==> config.mk <==
export PLATFORM = sky130hd
export DESIGN_NAME = scalar_kalman_filter_flat
export DESIGN_NICKNAME = d
export VERILOG_FILES = /design/src/hdl/kf_pkg.sv /design/src/hdl/kf_if.sv /design/src/hdl/kf_div.sv /design/src/hdl/kf_mul.sv /design/src/hdl/scalar_kalman_filter.sv /design/src/flat_wrapper.sv
export SDC_FILE = /design/constraint.sdc
export NUM_CORES = 1
export LEC_CHECK = 0
export BUFFER_PORTS_ARGS = -buffer_cell sky130_fd_sc_hd__buf_2
export CORE_MARGIN = 5
export CORE_UTILIZATION = 52
export DETAILED_ROUTE_END_ITERATION = 6
export PLACE_DENSITY_LB_ADDON = 0.3
export REMOVE_ABC_BUFFERS = 1
export SLEW_MARGIN = 20
export SYNTH_ARGS = -nofsm -noshare
export SYNTH_HDL_FRONTEND = slang
export SYNTH_HIERARCHICAL = 1
export SYNTH_SLANG_ARGS = --single-unit
==> constraint.sdc <==
create_clock -name clk -period 7.8 [get_ports clk]
set_input_delay 0.78 -clock clk [delete_from_list [all_inputs] [get_ports clk]]
set_output_delay 0.78 -clock clk [all_outputs]
set_load 0.005 [all_outputs]
==> src/hdl/kf_pkg.sv <==
// Shared types, widths, register indexes and helpers for the scalar Kalman filter.
`timescale 1ns / 1ps

package kf_pkg;

    localparam int DATA_W    = 32;
    localparam int NOISE_W   = 31;
    localparam int GAIN_W    = 17;
    localparam int GAIN_FRAC = 16;
    localparam int CFG_IDX_W = 2;

    localparam logic [CFG_IDX_W-1:0] CFG_PROCESS_NOISE     = 2'd0;
    localparam logic [CFG_IDX_W-1:0] CFG_MEASUREMENT_NOISE = 2'd1;

    typedef enum logic [2:0] {
        ST_IDLE,
        ST_PRED,
        ST_SUM,
        ST_DSTART,
        ST_DIV,
        ST_MSTART,
        ST_MUL,
        ST_UPD
    } state_t;

    function automatic logic [DATA_W-1:0] sat_add(input logic [DATA_W-1:0] a,
                                                  input logic [DATA_W-1:0] b);
        logic [DATA_W:0] s;
        s = {1'b0, a} + {1'b0, b};
        return s[DATA_W] ? {DATA_W{1'b1}} : s[DATA_W-1:0];
    endfunction

endpackage

==> src/hdl/kf_if.sv <==
// Valid/ready channel interfaces: observation samples, results and register writes.
`timescale 1ns / 1ps

interface kf_sample_if;
    logic                             valid;
    logic                             ready;
    logic signed [kf_pkg::DATA_W-1:0] observation;

    modport source (output valid, output observation, input ready);
    modport sink   (input valid, input observation, output ready);
endinterface

interface kf_result_if;
    logic                             valid;
    logic                             ready;
    logic signed [kf_pkg::DATA_W-1:0] estimate;
    logic        [kf_pkg::GAIN_W-1:0] gain;

    modport source (output valid, output estimate, output gain, input ready);
    modport sink   (input valid, input estimate, input gain, output ready);
endinterface

interface kf_cfg_if;
    logic                           valid;
    logic                           ready;
    logic [kf_pkg::CFG_IDX_W-1:0]   index;
    logic [kf_pkg::NOISE_W-1:0]     data;

    modport source (output valid, output index, output data, input ready);
    modport sink   (input valid, input index, input data, output ready);
endinterface

==> src/hdl/kf_div.sv <==
// Bit-serial restoring divider: quotient floor(num * 2^F / den) for num <= den.
`timescale 1ns / 1ps

module kf_div #(
    parameter int FRAC_BITS = 16
) (
    input  logic                         clk,
    input  logic                         rst_n,
    input  logic                         start,
    input  logic [kf_pkg::DATA_W-1:0]    num,
    input  logic [kf_pkg::DATA_W-1:0]    den,
    output logic                         done,
    output logic [FRAC_BITS:0]           quot
);

    localparam int STEPS = FRAC_BITS + 1;
    localparam int CW    = $clog2(STEPS + 1);
    localparam int DW    = kf_pkg::DATA_W;

    logic [DW:0]        rem_reg, rem_next;
    logic [FRAC_BITS:0] quot_reg, quot_next;
    logic [CW-1:0]      cnt_reg, cnt_next;
    logic               busy_reg, busy_next;
    logic               done_reg, done_next;
    logic [DW+1:0]      trial;
    logic               ge;

    always_comb
    begin
        trial     = {1'b0, rem_reg} - {2'b00, den};
        ge        = !trial[DW+1];
        rem_next  = rem_reg;
        quot_next = quot_reg;
        cnt_next  = cnt_reg;
        busy_next = busy_reg;
        done_next = 1'b0;
        if (start)
        begin
            rem_next  = {1'b0, num};
            quot_next = '0;
            cnt_next  = CW'(STEPS);
            busy_next = 1'b1;
        end
        else if (busy_reg)
        begin
            quot_next = {quot_reg[FRAC_BITS-1:0], ge};
            rem_next  = {(ge ? trial[DW-1:0] : rem_reg[DW-1:0]), 1'b0};
            cnt_next  = cnt_reg - CW'(1);
            if (cnt_reg == CW'(1))
            begin
                busy_next = 1'b0;
                done_next = 1'b1;
            end
        end
    end

    always_ff @(posedge clk or negedge rst_n)
    begin
        if (!rst_n)
        begin
            busy_reg <= 1'b0;
            done_reg <= 1'b0;
            cnt_reg  <= '0;
        end
        else
        begin
            busy_reg <= busy_next;
            done_reg <= done_next;
            cnt_reg  <= cnt_next;
        end
    end

    always_ff @(posedge clk)
    begin
        rem_reg  <= rem_next;
        quot_reg <= quot_next;
    end

    assign done = done_reg;
    assign quot = quot_reg;

endmodule

==> src/hdl/kf_mul.sv <==
// Bit-serial shift-add multipliers: estimate correction K*diff/2^F and covariance (1-K)*P'/2^F.
`timescale 1ns / 1ps

module kf_mul #(
    parameter int FRAC_BITS = 16
) (
    input  logic                             clk,
    input  logic                             rst_n,
    input  logic                             start,
    input  logic [FRAC_BITS:0]               k,
    input  logic signed [kf_pkg::DATA_W:0]   diff,
    input  logic [kf_pkg::DATA_W-1:0]        p_pred,
    output logic                             done,
    output logic signed [kf_pkg::DATA_W+1:0] corr,
    output logic [kf_pkg::DATA_W-1:0]        cov
);

    localparam int KW    = FRAC_BITS + 1;
    localparam int STEPS = KW;
    localparam int CW    = $clog2(STEPS + 1);
    localparam int DW    = kf_pkg::DATA_W;
    localparam logic [KW-1:0] ONE_K = KW'(1) << FRAC_BITS;

    logic [KW-1:0]        kd_reg, kd_next;
    logic [KW-1:0]        kc_reg, kc_next;
    logic signed [DW+2:0] hid_reg, hid_next;
    logic [KW-1:0]        lod_reg, lod_next;
    logic [DW:0]          hic_reg, hic_next;
    logic [KW-1:0]        loc_reg, loc_next;
    logic [CW-1:0]        cnt_reg, cnt_next;
    logic                 busy_reg, busy_next;
    logic                 done_reg, done_next;
    logic signed [DW+2:0] sum_d;
    logic [DW+1:0]        sum_c;

    always_comb
    begin
        sum_d     = hid_reg + (kd_reg[0] ? (DW+3)'(diff) : '0);
        sum_c     = {1'b0, hic_reg} + (kc_reg[0] ? {2'b00, p_pred} : '0);
        kd_next   = kd_reg;
        kc_next   = kc_reg;
        hid_next  = hid_reg;
        lod_next  = lod_reg;
        hic_next  = hic_reg;
        loc_next  = loc_reg;
        cnt_next  = cnt_reg;
        busy_next = busy_reg;
        done_next = 1'b0;
        if (start)
        begin
            kd_next   = k;
            kc_next   = ONE_K - k;
            hid_next  = '0;
            lod_next  = '0;
            hic_next  = '0;
            loc_next  = '0;
            cnt_next  = CW'(STEPS);
            busy_next = 1'b1;
        end
        else if (busy_reg)
        begin
            kd_next  = kd_reg >> 1;
            kc_next  = kc_reg >> 1;
            hid_next = sum_d >>> 1;
            lod_next = {sum_d[0], lod_reg[KW-1:1]};
            hic_next = sum_c[DW+1:1];
            loc_next = {sum_c[0], loc_reg[KW-1:1]};
            cnt_next = cnt_reg - CW'(1);
            if (cnt_reg == CW'(1))
            begin
                busy_next = 1'b0;
                done_next = 1'b1;
            end
        end
    end

    always_ff @(posedge clk or negedge rst_n)
    begin
        if (!rst_n)
        begin
            busy_reg <= 1'b0;
            done_reg <= 1'b0;
            cnt_reg  <= '0;
        end
        else
        begin
            busy_reg <= busy_next;
            done_reg <= done_next;
            cnt_reg  <= cnt_next;
        end
    end

    always_ff @(posedge clk)
    begin
        kd_reg  <= kd_next;
        kc_reg  <= kc_next;
        hid_reg <= hid_next;
        lod_reg <= lod_next;
        hic_reg <= hic_next;
        loc_reg <= loc_next;
    end

    // floor shift by F: drop the low F product bits
    assign corr = {hid_reg[DW:0], lod_reg[KW-1]};
    assign cov  = {hic_reg[DW-2:0], loc_reg[KW-1]};
    assign done = done_reg;

endmodule

==> src/hdl/scalar_kalman_filter.sv <==
// Scalar Kalman filter top level: sequencer, state registers, config registers, result register.
// Sequence per sample: predict, sum, divide for the gain, multiply for the update, result register.
// Sample rate is set by the serial divider and the serial multipliers; a result stalled at the
// output also holds off the next sample; one sample in flight at a time.
// Reset: asynchronous active low; clears estimate and covariance, loads Q=0.1 and R=1.
`timescale 1ns / 1ps

module scalar_kalman_filter #(
    parameter int FRAC_BITS = 16
) (
    input  logic          clk,
    input  logic          rst_n,
    kf_cfg_if.sink        cfg,
    kf_sample_if.sink     sample,
    kf_result_if.source   result
);

    localparam int    DW     = kf_pkg::DATA_W;
    localparam int    NW     = kf_pkg::NOISE_W;
    localparam int    GW     = kf_pkg::GAIN_W;
    localparam int    KW     = FRAC_BITS + 1;
    localparam int    GSHR   = (FRAC_BITS > kf_pkg::GAIN_FRAC) ? FRAC_BITS - kf_pkg::GAIN_FRAC : 0;
    localparam int    GSHL   = (FRAC_BITS < kf_pkg::GAIN_FRAC) ? kf_pkg::GAIN_FRAC - FRAC_BITS : 0;
    localparam longint ONE_FX = 64'sd1 << FRAC_BITS;
    localparam logic [NW-1:0] Q_RST = NW'((ONE_FX + 5) / 10);
    localparam logic [NW-1:0] R_RST = NW'(ONE_FX);
    localparam logic signed [DW+2:0] EST_MAX = (DW+3)'(64'sh7FFF_FFFF);
    localparam logic signed [DW+2:0] EST_MIN = -(DW+3)'(64'sh8000_0000);

    kf_pkg::state_t state_reg, state_next;

    logic [NW-1:0]        q_reg, r_reg;
    logic signed [DW-1:0] est_reg, est_next;
    logic [DW-1:0]        cov_reg, cov_next;
    logic signed [DW-1:0] obs_reg, obs_next;
    logic [DW-1:0]        pp_reg, pp_next;
    logic [DW-1:0]        s_reg, s_next;
    logic signed [DW:0]   diff_reg, diff_next;
    logic [KW-1:0]        k_reg, k_next;
    logic                 out_valid_reg, out_valid_next;
    logic signed [DW-1:0] out_est_reg, out_est_next;
    logic [GW-1:0]        out_gain_reg, out_gain_next;

    logic                 div_start, div_done;
    logic                 mul_start, mul_done;
    logic [KW-1:0]        div_quot;
    logic signed [DW+1:0] mul_corr;
    logic [DW-1:0]        mul_cov;
    logic signed [DW+2:0] x_sum;
    logic [KW+GSHL-1:0]   k_ext;

    kf_div #(.FRAC_BITS(FRAC_BITS)) u_div (
        .clk   (clk),
        .rst_n (rst_n),
        .start (div_start),
        .num   (pp_reg),
        .den   (s_reg),
        .done  (div_done),
        .quot  (div_quot)
    );

    kf_mul #(.FRAC_BITS(FRAC_BITS)) u_mul (
        .clk    (clk),
        .rst_n  (rst_n),
        .start  (mul_start),
        .k      (k_reg),
        .diff   (diff_reg),
        .p_pred (pp_reg),
        .done   (mul_done),
        .corr   (mul_corr),
        .cov    (mul_cov)
    );

    always_comb
    begin
        state_next     = state_reg;
        est_next       = est_reg;
        cov_next       = cov_reg;
        obs_next       = obs_reg;
        pp_next        = pp_reg;
        s_next         = s_reg;
        diff_next      = diff_reg;
        k_next         = k_reg;
        out_est_next   = out_est_reg;
        out_gain_next  = out_gain_reg;
        out_valid_next = out_valid_reg && !result.ready;
        div_start      = 1'b0;
        mul_start      = 1'b0;
        sample.ready   = 1'b0;
        x_sum          = (DW+3)'(est_reg) + (DW+3)'(mul_corr);
        k_ext          = (KW+GSHL)'(k_reg) << GSHL;

        unique case (state_reg)
            kf_pkg::ST_IDLE:
            begin
                sample.ready = 1'b1;
                if (sample.valid)
                begin
                    obs_next   = sample.observation;
                    state_next = kf_pkg::ST_PRED;
                end
            end
            kf_pkg::ST_PRED:
            begin
                pp_next    = kf_pkg::sat_add(cov_reg, {1'b0, q_reg});
                diff_next  = (DW+1)'(obs_reg) - (DW+1)'(est_reg);
                state_next = kf_pkg::ST_SUM;
            end
            kf_pkg::ST_SUM:
            begin
                s_next     = kf_pkg::sat_add(pp_reg, {1'b0, r_reg});
                state_next = kf_pkg::ST_DSTART;
            end
            kf_pkg::ST_DSTART:
            begin
                div_start  = 1'b1;
                state_next = kf_pkg::ST_DIV;
            end
            kf_pkg::ST_DIV:
            begin
                if (div_done)
                begin
                    k_next     = (s_reg == '0) ? '0 : div_quot;
                    state_next = kf_pkg::ST_MSTART;
                end
            end
            kf_pkg::ST_MSTART:
            begin
                mul_start  = 1'b1;
                state_next = kf_pkg::ST_MUL;
            end
            kf_pkg::ST_MUL:
            begin
                if (mul_done)
                begin
                    state_next = kf_pkg::ST_UPD;
                end
            end
            kf_pkg::ST_UPD:
            begin
                if (!out_valid_reg || result.ready)
                begin
                    priority if (x_sum > EST_MAX)
                        est_next = DW'(EST_MAX);
                    else if (x_sum < EST_MIN)
                        est_next = DW'(EST_MIN);
                    else
                        est_next = DW'(x_sum);
                    cov_next       = mul_cov;
                    out_est_next   = est_next;
                    out_gain_next  = GW'(k_ext >> GSHR);
                    out_valid_next = 1'b1;
                    state_next     = kf_pkg::ST_IDLE;
                end
            end
            default:
            begin
                state_next = kf_pkg::ST_IDLE;
            end
        endcase
    end

    always_ff @(posedge clk or negedge rst_n)
    begin
        if (!rst_n)
        begin
            state_reg     <= kf_pkg::ST_IDLE;
            out_valid_reg <= 1'b0;
            est_reg       <= '0;
            cov_reg       <= '0;
        end
        else
        begin
            state_reg     <= state_next;
            out_valid_reg <= out_valid_next;
            est_reg       <= est_next;
            cov_reg       <= cov_next;
        end
    end

    always_ff @(posedge clk)
    begin
        obs_reg      <= obs_next;
        pp_reg       <= pp_next;
        s_reg        <= s_next;
        diff_reg     <= diff_next;
        k_reg        <= k_next;
        out_est_reg  <= out_est_next;
        out_gain_reg <= out_gain_next;
    end

    // register writes; unknown indexes are dropped
    always_ff @(posedge clk or negedge rst_n)
    begin
        if (!rst_n)
        begin
            q_reg <= Q_RST;
            r_reg <= R_RST;
        end
        else if (cfg.valid)
        begin
            if (cfg.index == kf_pkg::CFG_PROCESS_NOISE)
                q_reg <= cfg.data;
            if (cfg.index == kf_pkg::CFG_MEASUREMENT_NOISE)
                r_reg <= cfg.data;
        end
    end

    assign cfg.ready       = 1'b1;
    assign result.valid    = out_valid_reg;
    assign result.estimate = out_est_reg;
    assign result.gain     = out_gain_reg;

endmodule

==> src/flat_wrapper.sv <==
// flat-port wrapper written by rule: the top's interface ports become plain ports
module scalar_kalman_filter_flat 
#(
    parameter int FRAC_BITS = 16
)
  (clk, rst_n, cfg_valid, cfg_index, cfg_data, cfg_ready, sample_valid, sample_observation, sample_ready, result_valid, result_estimate, result_gain, result_ready);
  kf_cfg_if cfg_i ();
  kf_sample_if sample_i ();
  kf_result_if result_i ();
  input  logic clk;
  input  logic rst_n;
  input wire logic [$bits(cfg_i.valid)-1:0] cfg_valid;
  input wire logic [$bits(cfg_i.index)-1:0] cfg_index;
  input wire logic [$bits(cfg_i.data)-1:0] cfg_data;
  output wire logic [$bits(cfg_i.ready)-1:0] cfg_ready;
  input wire logic [$bits(sample_i.valid)-1:0] sample_valid;
  input wire logic [$bits(sample_i.observation)-1:0] sample_observation;
  output wire logic [$bits(sample_i.ready)-1:0] sample_ready;
  output wire logic [$bits(result_i.valid)-1:0] result_valid;
  output wire logic [$bits(result_i.estimate)-1:0] result_estimate;
  output wire logic [$bits(result_i.gain)-1:0] result_gain;
  input wire logic [$bits(result_i.ready)-1:0] result_ready;
  assign cfg_i.valid = cfg_valid;
  assign cfg_i.index = cfg_index;
  assign cfg_i.data = cfg_data;
  assign cfg_ready = cfg_i.ready;
  assign sample_i.valid = sample_valid;
  assign sample_i.observation = sample_observation;
  assign sample_ready = sample_i.ready;
  assign result_valid = result_i.valid;
  assign result_estimate = result_i.estimate;
  assign result_gain = result_i.gain;
  assign result_i.ready = result_ready;
  scalar_kalman_filter #(.FRAC_BITS(FRAC_BITS)) u_core (.clk(clk), .rst_n(rst_n), .cfg(cfg_i), .sample(sample_i), .result(result_i));
endmodule
==> results.md <==
* Placed cell count at 3899
* Worst Path Buf+Inv at 1
* Grt total ovfl at 0
* Worst-Skew Late Latency at 0.61 ns
* Die area at 65260 um2
* Layout net count at 3480
* Reg clk slew, reported paths at 0.06 ns
* Routability cong. at 0.9454
* Mapped cell area at 31330 um2
* Final period util at 0.5280
* Layout area overhead at 8.230%
* Clock buffer depth at 3
* Total core area at 60020 um2
* Commonest non-fill, non-tap cell in the layout: nand2_1
* Top cells by area, synth: edfxtp_1 (25%), dfrtp_1 (11%), ha_1 (9.2%)
* Half-perimeter wire length after placement at 53820 um
* Die Ht at 255.5 um
* Primary FF master, synth: edfxtp_1
* Max Transition Viols Final at 0
* Design Power at 16.98 mW
* Max cap viols at 0
* # port buffers at 120
* Ports at 122
* Worst setup margin at 3.682 ns
* Setup bufs post-CTS at 0
* Number of global-route vias before repair at 23.47k
* Most frequent cells in the layout: nand2_1 (319), edfxtp_1 (261), ha_1 (231), a21oi_1 (207), nor2_1 (178)
* Critical Path AT at 4.58 ns
* Critical path's slowest cell: a2111oi_0
* Post-synthesis async set-or-reset flop share at 0.2927
* Core Rows at 90
* Initial antenna violation count at 3
* Pwr dens at 500.6 nW/um2
* CP delay by family, top: compound AO/OA/AOI/OAI gates
* Total wire length at 73360 um
* CP Launch Type: flop
* DRC viols at 0
* Cells along the critical path: and2_1 -> ha_1 -> inv_1 -> fa_1 -> nand2b_1 -> a21oi_1 -> o21ai_1 -> a2111oi_0 -> o2111ai_1 -> a21oi_1 -> mux2i_1 -> o311ai_0
* Worst slack at placement at 3.713 ns
* Total GRT Usage at 0.2167
* Unique masters post-synth at 104
* Post-CTS Hold Buffers at 0
* First-pass GRT wire length at 119400 um
* Worst setup EP type: flop
* CTS H-tree lvls at 2
* Synth top area share at 0.2501
* CP required at 8.26 ns
* Grt met1 use at 0.2961
* Via count at 23.54k
* GR met2 Demand/Resource at 0.3674
* Worst min path class: in2async
* Final Non-Filler Cells at 4002
* Post-Syn Instances at 3166
* Setup skew after layout at 0.01467 ns
* RSZ-0062 raised after global routing: no
* Yosys warnings at 6
* Utilization after layout at 0.5650
* CTS tree: done
* Gr busiest metal: met2
* DR iter-0 viols at 1946
* Status: finished, final reports clean
* Layout cells sized above 1 at 0.1259
* Peak VDD IR at 0.2886 mV
* Clock Tree Root: clkbuf_16
* Clk sinks at 492
* Most frequent CP cell: a21oi_1
* Initial Utilization at 0.5220
* Critical path start-end classification: reg2reg
* Area leader, netlist: edfxtp_1
* Post-synth EDFFs at 261
* Via/cell ratio at 5.883
* Met3 usage at 0.02715
* Synthesized flop and latch total at 492
* DRT Pass-1 Iters at 5
* Chip width at 255.5 um
* Final Hold Vio Count at 0
* ANT nets after route at 0
* Seq/Total Area, Yosys at 0.4211
* Leakage at 14.69 nW
* TritonCTS Buffers at 53
* CP max FO at 32
* Max_slew headroom at 0.3203
* Worst-margin pin slew at 1.017 ns
* Cts repair resizes at 0
* Mapped Avg Cell Area at 9.897 um2
* Max reg flops at 34
* Fmax at 242.8 MHz
* Crit-path max cell delay at 0.82 ns
* Crit path time final at 4.118 ns
* Final setup viols at 0
* Setup TNS at 0 ns
* WL/cell at 18.33 um
* Largest net degree at the start of global routing at 93
-- kinds of logic after synthesis --
family                     Yosys count  share of synthesized area
buffers and inverters              329                    0.04932
xor gates and xnor gates           189                    0.05283
muxes                              148                    0.05151
DFF                                492                     0.4211
other                                1                  0.0001197
and+or+nand+nor                    941                     0.1490
adders and majority gates          238                    0.09672
AOI/OAI and AO/OA                  828                     0.1794
-- final timing paths --
check	start	to	slack, ns	depth (start not counted)
worst max-delay path	u_core/u_mul/kc_reg[0]$_DFFE_PP_	u_core/u_mul/hic_reg[25]$_SDFFE_PP0P_	3.68	12
worst min-delay path	rst_n	u_core/est_reg[3]$_DFFE_PN0P_	0.27	1
worst max register to register	u_core/u_mul/kc_reg[0]$_DFFE_PP_	u_core/u_mul/hic_reg[25]$_SDFFE_PP0P_	3.68	12
worst min register to register	u_core/u_mul/loc_reg[16]$_SDFFE_PP0P_	u_core/cov_reg[0]$_DFFE_PN0P_	0.45	2
max in group asynchronous	rst_n	u_core/u_div/cnt_reg[1]$_DFFE_PN0P_	6.28	2
min in group clk	sample_observation[13]	u_core/obs_reg[13]$_DFFE_PP_	0.35	1
-- Yosys cell counts (9+ instances only) --
library cell / n
o2111ai_1: 9
dfxtp_1: 87
clkbuf_1: 85
a21o_1: 100
mux2i_1: 45
a21oi_1: 207
o311ai_1: 13
a211o_1: 30
inv_1: 135
nor3_1: 50
ha_1: 231
nor4_1: 13
and2_1: 75
o21ai_1: 14
mux2_2: 101
and3_1: 37
nand2_1: 319
nor2_1: 180
dfrtp_1: 136
a31oi_1: 25
nand3_1: 54
or3_1: 14
buf_1: 15
nand4_1: 25
o21ai_0: 160
a221o_1: 15
a311oi_1: 9
o21bai_1: 22
o31ai_1: 13
xor2_1: 84
o211ai_1: 15
xnor2_1: 105
buf_2: 15
nand3b_1: 22
edfxtp_1: 261
nor2b_1: 58
a211oi_1: 50
buf_4: 69
o21a_1: 36
nor3b_1: 11
nand2b_1: 41
-- metal layers --
layer,wire [um],vias up
li1,-,11520
met1,33410,11280
met2,34650,620
met3,3453,125
met4,1846,0
met5,0,-
-- area by class of cell --
cell class	instances	area [um2]
Fill cell	5099	26110
Multi-Input combinational cell	2345	16630
Sequential cell	492	13190
Clock buffer	74	1518
Tap cell	782	978.4
Timing Repair Buffer	141	764.5
Inverter	139	526.8
Clock inverter	26	289.0
Antenna cell	3	7.507
-- power by group --
group / switching, mW / internal (mW)
clock: 1.07 / 1.53
combinational: 5.62 / 3.89
sequential: 0.682 / 4.19
-- through the flow --
step / area [um2] / hold slack [ns]
global route: 33910 / 0.3234
global placement: 32090 / 0.4263
finish: 33910 / 0.2651
CTS: 33900 / 0.2783
floorplan: 30310 / 0.4119
detailed placement: 32090 / 0.4440
No activity file was read; power rests on OpenSTA's default activity.
